`config.mk`:
```
export PLATFORM = sky130hd
export DESIGN_NAME = dllc_ctrl
export DESIGN_NICKNAME = d
export VERILOG_FILES = /design/src/hw/rtl/dllc_pkg.sv /design/src/hw/rtl/dllc_ctrl.sv
export SDC_FILE = /design/constraint.sdc
export NUM_CORES = 1
export LEC_CHECK = 0
export ABC_AREA = 1
export BUFFER_PORTS_ARGS = -buffer_cell sky130_fd_sc_hd__buf_2
export CAP_MARGIN = 20
export CORE_AREA = 2 2 39 41
export CTS_CLUSTER_DIAMETER = 30
export DETAILED_ROUTE_END_ITERATION = 10
export DIE_AREA = 0 0 41 43
export PLACE_DENSITY = 0.47
export SKIP_LAST_GASP = 1
export SLEW_MARGIN = 40
export SYNTH_ARGS = -nofsm -noshare
export SYNTH_HDL_FRONTEND = slang
export SYNTH_SLANG_ARGS = --single-unit
export TNS_END_PERCENT = 50
```
`constraint.sdc`:
```
create_clock -name clk -period 0.9 [get_ports clk]
set_input_delay 0.135 -clock clk [delete_from_list [all_inputs] [get_ports clk]]
set_output_delay 0.135 -clock clk [all_outputs]
set_load 0.05 [all_outputs]
```
`src/hw/rtl/dllc_pkg.sv`:
```
// Shared types and constants for the doubly linked list with cursor.
// Holds opcodes, the controller command and status structs, and pool defaults.
// No dependencies.
`default_nettype none

package dllc_pkg;

	localparam int NODES_DEF = 256;
	localparam int OP_W      = 5;
	localparam int DATA_W    = 32;

	localparam logic [OP_W-1:0] OP_INSFIRST  = 5'd0;
	localparam logic [OP_W-1:0] OP_INSLAST   = 5'd1;
	localparam logic [OP_W-1:0] OP_FIRST     = 5'd2;
	localparam logic [OP_W-1:0] OP_LAST      = 5'd3;
	localparam logic [OP_W-1:0] OP_GETFIRST  = 5'd4;
	localparam logic [OP_W-1:0] OP_GETLAST   = 5'd5;
	localparam logic [OP_W-1:0] OP_DELFIRST  = 5'd6;
	localparam logic [OP_W-1:0] OP_DELLAST   = 5'd7;
	localparam logic [OP_W-1:0] OP_DELAFTER  = 5'd8;
	localparam logic [OP_W-1:0] OP_DELBEFORE = 5'd9;
	localparam logic [OP_W-1:0] OP_INSAFTER  = 5'd10;
	localparam logic [OP_W-1:0] OP_INSBEFORE = 5'd11;
	localparam logic [OP_W-1:0] OP_GETVAL    = 5'd12;
	localparam logic [OP_W-1:0] OP_SETVAL    = 5'd13;
	localparam logic [OP_W-1:0] OP_NEXT      = 5'd14;
	localparam logic [OP_W-1:0] OP_PREV      = 5'd15;
	localparam logic [OP_W-1:0] OP_ISACTIVE  = 5'd16;
	localparam logic [OP_W-1:0] OP_DISPOSE   = 5'd17;

	// One step strobe per controller state
	typedef struct packed {
		logic load;
		logic rd1;
		logic rd2;
		logic wr1;
		logic wr2;
	} cmd_t;

	typedef struct packed {
		logic short_op;
	} sts_t;

endpackage

`default_nettype wire

```
`src/hw/rtl/dllc_ctrl.sv`:
```
// Controller: steps each request through read, read, write, write phases; short ops skip the reads.
// Depends on dllc_pkg.
`default_nettype none

module dllc_ctrl (
	input  wire logic            clk,
	input  wire logic            arst_n,
	input  wire logic            in_valid,
	output logic                 in_ready,
	output logic                 out_valid,
	input  wire logic            out_ready,
	input  wire dllc_pkg::sts_t  sts,
	output dllc_pkg::cmd_t       cmd
);

	localparam logic [2:0] ST_IDLE = 3'd0;
	localparam logic [2:0] ST_RD1  = 3'd1;
	localparam logic [2:0] ST_RD2  = 3'd2;
	localparam logic [2:0] ST_WR1  = 3'd3;
	localparam logic [2:0] ST_WR2  = 3'd4;

	logic [2:0] state_q;
	logic [2:0] state_d;
	logic       out_valid_q;
	logic       out_free;

	assign in_ready  = (state_q == ST_IDLE);
	assign out_valid = out_valid_q;
	assign out_free  = !out_valid_q || out_ready;

	// Decode step strobes
	always_comb begin
		cmd.load = (state_q == ST_IDLE) && in_valid;
		cmd.rd1  = (state_q == ST_RD1);
		cmd.rd2  = (state_q == ST_RD2);
		cmd.wr1  = (state_q == ST_WR1);
		cmd.wr2  = (state_q == ST_WR2);
	end

	// Advance through the phases; hold before commit while the result slot is taken
	always_comb begin
		state_d = state_q;
		unique case (state_q)
			ST_IDLE: begin
				if (in_valid) state_d = sts.short_op ? ST_WR1 : ST_RD1;
			end
			ST_RD1: state_d = ST_RD2;
			ST_RD2: state_d = ST_WR1;
			ST_WR1: begin
				if (out_free) state_d = ST_WR2;
			end
			ST_WR2: state_d = ST_IDLE;
			default: state_d = ST_IDLE;
		endcase
	end

	always_ff @(posedge clk or negedge arst_n) begin
		if (!arst_n) begin
			state_q     <= ST_IDLE;
			out_valid_q <= 1'b0;
		end else begin
			state_q <= state_d;
			if (cmd.wr2) out_valid_q <= 1'b1;
			else if (out_ready) out_valid_q <= 1'b0;
		end
	end

endmodule

`default_nettype wire

```
==> impl_metrics.tcl, run 1 <==
set metrics [dict create \
    outcome "complete, but fails checks" \
    violations "setup timing" \
    hp-class "in2reg" \
    initial_core_util_pct 17.27 \
    htreeDepth 1 \
    hold_viol 0 \
    antenna_found_initial 0 \
    pin_count 12 \
    synth_seq_cells 4 \
    path_cells "buf_6, nor3_4, buf_6" \
    yosysWarnings 0 \
    synth_nets 42 \
    first_pass_iters 2 \
    grt_pass1_wl_um 979 \
    port_buffers 11 \
    synth_top_area_share_pct 41.88 \
    cp_top_family "flip-flops" \
    cts_tree "built" \
    worstMarginPinSlew_ns 0.2465 \
    crit_path_top_delay_cell "dfrtp_2" \
    ys_types 10 \
    clk-insertion-delay-late_ns 0.23 \
    multi_input_area_um2 151.4 \
    cp.depth 3 \
    ff2ff_path_depth 8 \
    cts_sinks 4 \
    finish.instance_area_um2 573.1 \
    netlist_area_um2 239.0 \
    diodes 0 \
    cap_violations 0 \
    grt_remaining_overflow 0 \
    seq_area_frac_synth_pct 41.88 \
    cp_common_cell "buf_6" \
    critPathMaxFanout 6 \
    clk_path_buf_depth 2 \
    worst-path-buf-inv 2 \
    coreArea_um2 1384 \
    slew_viol_final 0 \
    dp_hpwl_um 494.1 \
    cp.required_ns 0.76 \
    cts_root_buf "clkbuf_4" \
    syn_inst 37 \
    ant_nets 0 \
    clock_skew_ns 0.0009033 \
    row_count 14 \
    fmax_mhz 766.0 \
    yosys-top-cells-area "dfrtp_1 (42%), inv_1 (17%), nand2_1 (17%), nand3_1 (6.3%), nor2_1 (4.7%)" \
    first_iter_violations 2 \
    clk_pin_slew_ns 0.03 \
    place_area_um2 426.7 \
    slew_headroom_pct 83.68 \
    place.gp.congestion 0.6857 \
    die_area_um2 1763 \
    rsz0062_at_grt "true" \
    fin_ws_ns -0.4056 \
    via_per_inst 3.813 \
    yosysTopAreaCell "dfrtp_1" \
    post_drt_wl_per_cell_um 7.363 \
    synth.avg_cell_area_um2 6.459 \
    grt_max_degree 7 \
    nets 71 \
    syn_to_final_growth_pct 139.8 \
    via_count 305 \
    first_global_vias 250 \
    min_period_ns 1.306 \
    wl_um 589 \
    drive_above_1_share_pct 64.06 \
    numCtsBuffers 3 \
    end_kind "primary output" \
    cp.arrival_ns 1.17 \
    regArea_um2 102.6 \
    finalCoreUtilization_pct 41.41 \
    die_x_um 41 \
    startpoint_type "flip-flop" \
    fill_cells 133 \
    drc 0 \
    critPathKind "reg2out" \
    critical-path-max-stage-delay_ns 0.47 \
    whs_path_depth 3 \
    finalCritPeriodShare_pct 145.1 \
    grtUsageTotal_pct 8.569 \
    setup_violations 10 \
    die_h_um 43 \
]
[metrics by stage]
| stage | std cells | worst slack [ns] | hold WS [ns] | TNS, ns |
|---|---|---|---|---|
| 2_1_floorplan | 37 | -0.1949 | -0.1606 | -1.277 |
| 3_3_place_gp | 72 | -0.2482 | -0.05554 | -1.766 |
| 3_5_place_dp | 72 | -0.2591 | -0.05641 | -1.748 |
| 4_1_cts | 78 | -0.4032 | 0.1774 | -2.965 |
| 5_1_grt | 80 | -0.4578 | 0.1826 | -3.677 |
| 6_report | 80 | -0.4056 | 0.1759 | -3.045 |
[sequential cells by signal, summed over array words and instances, names as in the netlist]
register,cells
state_q,3
out_valid,1
[worst reg2reg max path, delay by kind of cell, from the launching register on]
kind          cells  cell delay (ns)
simple gates      5             0.27
flops             1             0.46
buf+inv           3             0.37
[cells in the final DEF (no fill, tap or decap)]
cell           instances
a21oi_1                1
buf_12                 1
buf_2                  5
buf_4                  8
buf_6                  7
buf_8                  2
clkbuf_4               3
clkinvlp_4             3
dfrtp_1                2
dfrtp_2                2
dlygate4sd3_1          1
inv_1                  7
inv_2                  1
nand2_1                9
nand2_2                2
nand2_4                1
nand3_1                2
nand3_2                1
nor2_4                 4
nor3_4                 1
o211ai_1               1
[path summary, 6_finish.rpt]
path | slack, ns | end | from
worst max-delay path | -0.41 | cmd[2] | state_q[0]
worst min-delay path | 0.18 | state_q[0] | in_valid
worst max register to register | -0.32 | state_q[1] | state_q[0]
worst min register to register | 0.53 | out_valid | out_valid
max in group asynchronous | 0.53 | state_q[0] | arst_n
min in group asynchronous | 0.24 | out_valid | arst_n
[cell families after synthesis]
kind of cell | share of synthesized area [%]
simple gates | 35.60
buf+inv | 17.28
compound gates | 5.235
flops | 41.89
[synth_stat cells]
| master | count |
|---|---|
| a21oi_1 | 1 |
| dfrtp_1 | 4 |
| inv_1 | 11 |
| nand2_1 | 11 |
| nand2_2 | 1 |
| nand3_1 | 3 |
| nor2_1 | 3 |
| nor2_2 | 1 |
| nor3_1 | 1 |
| o211ai_1 | 1 |
[routing by layer]
metal | wire length, um | up-vias | global-route usage, %
li1 | - | 161 | -
met1 | 251 | 137 | 10.75
met2 | 314 | 7 | 11.56
met3 | 23 | 0 | 1.571
met4 | 0 | 0 | 8.000
met5 | 0 | - | 0
[layout make-up]
class	instances	area share, %
Multi-Input combinational cell	22	26.42
Tap cell	16	3.493
Inverter	11	9.170
Sequential cell	4	17.90
Timing Repair Buffer	24	39.08
Clock buffer	3	3.930
[repair_timing]
item / in CTS / in global routing
gates resized for setup: 16 / 5
endpoints found under the setup margin: 10 / 10
buffers inserted: 2 / 2
pin swaps: 4 / 2
hold buffers: 1 / 0
endpoints found under the hold margin: 4 / 0
Power of run 1 is not shown: default switching activity piles up to over one toggle a cycle in this logic, so the estimate is an artifact.
==> run 2, diff against run 1 <==
- PLACE_DENSITY: 0.47 -> not set
==> impl_metrics.tcl, run 2 (synthesized netlist as in run 1, its figures left out) <==
set metrics [dict create \
    die_area_um2 1763 \
    ant_nets 0 \
    worstReg2RegStart "state_q[1]" \
    fill_cells 139 \
    clk-insertion-delay-late_ns 0.23 \
    clock_skew_ns 0.001010 \
    cp.required_ns 0.76 \
    end_kind "primary output" \
    diodes 0 \
    cts_tree "built" \
    whs_endpoint "state_q[0]" \
    critPathMaxFanout 6 \
    die_h_um 43 \
    first_pass_iters 4 \
    nets 71 \
    final_cell_mix "nand2_1 (9), buf_4 (9), inv_1 (7)" \
    clk_path_buf_depth 2 \
    port_buffers 11 \
    hold_viol 0 \
    fin_ws_ns -0.4158 \
    regMostFlops "state_q" \
    ff2ff_path_depth 8 \
    dp_hpwl_um 532.5 \
    largest_reg_flops 3 \
    first_global_vias 276 \
    grt_remaining_overflow 0 \
    violations "setup timing" \
    whs_path_depth 3 \
    syn_to_final_growth_pct 138.2 \
    min_from "in_valid" \
    cts_root_buf "clkbuf_4" \
    grt_max_degree 7 \
    first_iter_violations 3 \
    initial_core_util_pct 17.27 \
    finalCritPeriodShare_pct 146.2 \
    hp-class "in2reg" \
    grt_pass1_wl_um 1014 \
    place_area_um2 441.7 \
    antenna_found_initial 0 \
    grtUsageTotal_pct 8.577 \
    dp_slack_ns -0.2587 \
    pin_count 12 \
    numCtsBuffers 3 \
    htreeDepth 1 \
    slew_viol_final 0 \
    clk_pin_slew_ns 0.04 \
    place.gp.congestion 0.7009 \
    die_x_um 41 \
    coreArea_um2 1384 \
    min_period_ns 1.316 \
    drive_above_1_share_pct 64.06 \
    setup_violations 10 \
    crit-reg2reg-capture "state_q[1]" \
    post_drt_wl_per_cell_um 8.363 \
    cap_violations 0 \
    via_count 308 \
    cts_sinks 4 \
    row_count 14 \
    outcome "complete, but fails checks" \
    via_per_inst 3.850 \
    slew_headroom_pct 83.17 \
    critPathKind "reg2out" \
    startpoint_type "flip-flop" \
    r2r_setup_slack_ns -0.20 \
    cp.arrival_ns 1.18 \
    worstMarginPinSlew_ns 0.2541 \
    drc 0 \
    wl_um 669 \
    hold-worst-slack_ns 0.1885 \
    rsz0062_at_grt "true" \
    fmax_mhz 760.0 \
    finish.instance_area_um2 569.3 \
]
run 2: per-stage QoR:
| stage | instances | TNS [ns] | util [%] |
|---|---|---|---|
| 4_1_cts | 78 | -3.036 | 36.98 |
| 2_1_floorplan | 37 | -1.277 | - |
| 6_report | 80 | -2.891 | 41.14 |
| 3_5_place_dp | 74 | -1.924 | 31.92 |
| 3_3_place_gp | 74 | -1.796 | 31.92 |
| 5_1_grt | 80 | -3.458 | 41.14 |
run 2: repair_timing:
item / in CTS / in global routing
hold endpoints to repair: 4 / 0
hold buffers: 1 / 0
pin swaps: 0 / 5
endpoints found under the setup margin: 10 / 11
gates resized for setup: 12 / 11
buffers inserted: 0 / 2
run 2: cell type report:
cell class | instances | area (um^2) | area share, %
sequential | 4 | 102.6 | 18.02
inverter | 11 | 52.55 | 9.231
timing repair buffer | 24 | 215.2 | 37.80
clock buffer | 3 | 22.52 | 3.956
multi-input combinational | 22 | 156.4 | 27.47
tap | 16 | 20.02 | 3.516
run 2: how the worst max path moves through the flow:
stage,start,end
3_3_place_gp,state_q[2],cmd[3]
2_1_floorplan,state_q[0],cmd[4]
5_1_grt,state_q[2],cmd[4]
3_5_place_dp,state_q[0],cmd[0]
6_report,state_q[2],cmd[4]
4_1_cts,state_q[2],cmd[4]
run 2: critical path, stage by stage, from the launching register on:
cell	delay (ns)
dfrtp_2	0.47
nor2_4	0.16
nand2_4	0.08
nor2_4	0.10
buf_8	0.15
run 2: per-layer routing:
metal / GRT usage (%) / part of all wire, % / routed length (um) / vias to the layer above
met3: 1.571 / 4.8 / 32 / 0
met1: 11.11 / 45 / 298 / 139
met2: 12.19 / 51 / 338 / 7
li1: - / - / - / 162
met5: 0 / 0 / 0 / -
met4: 6.000 / 0 / 0 / 0
Power of run 2 is left out for the same reason.
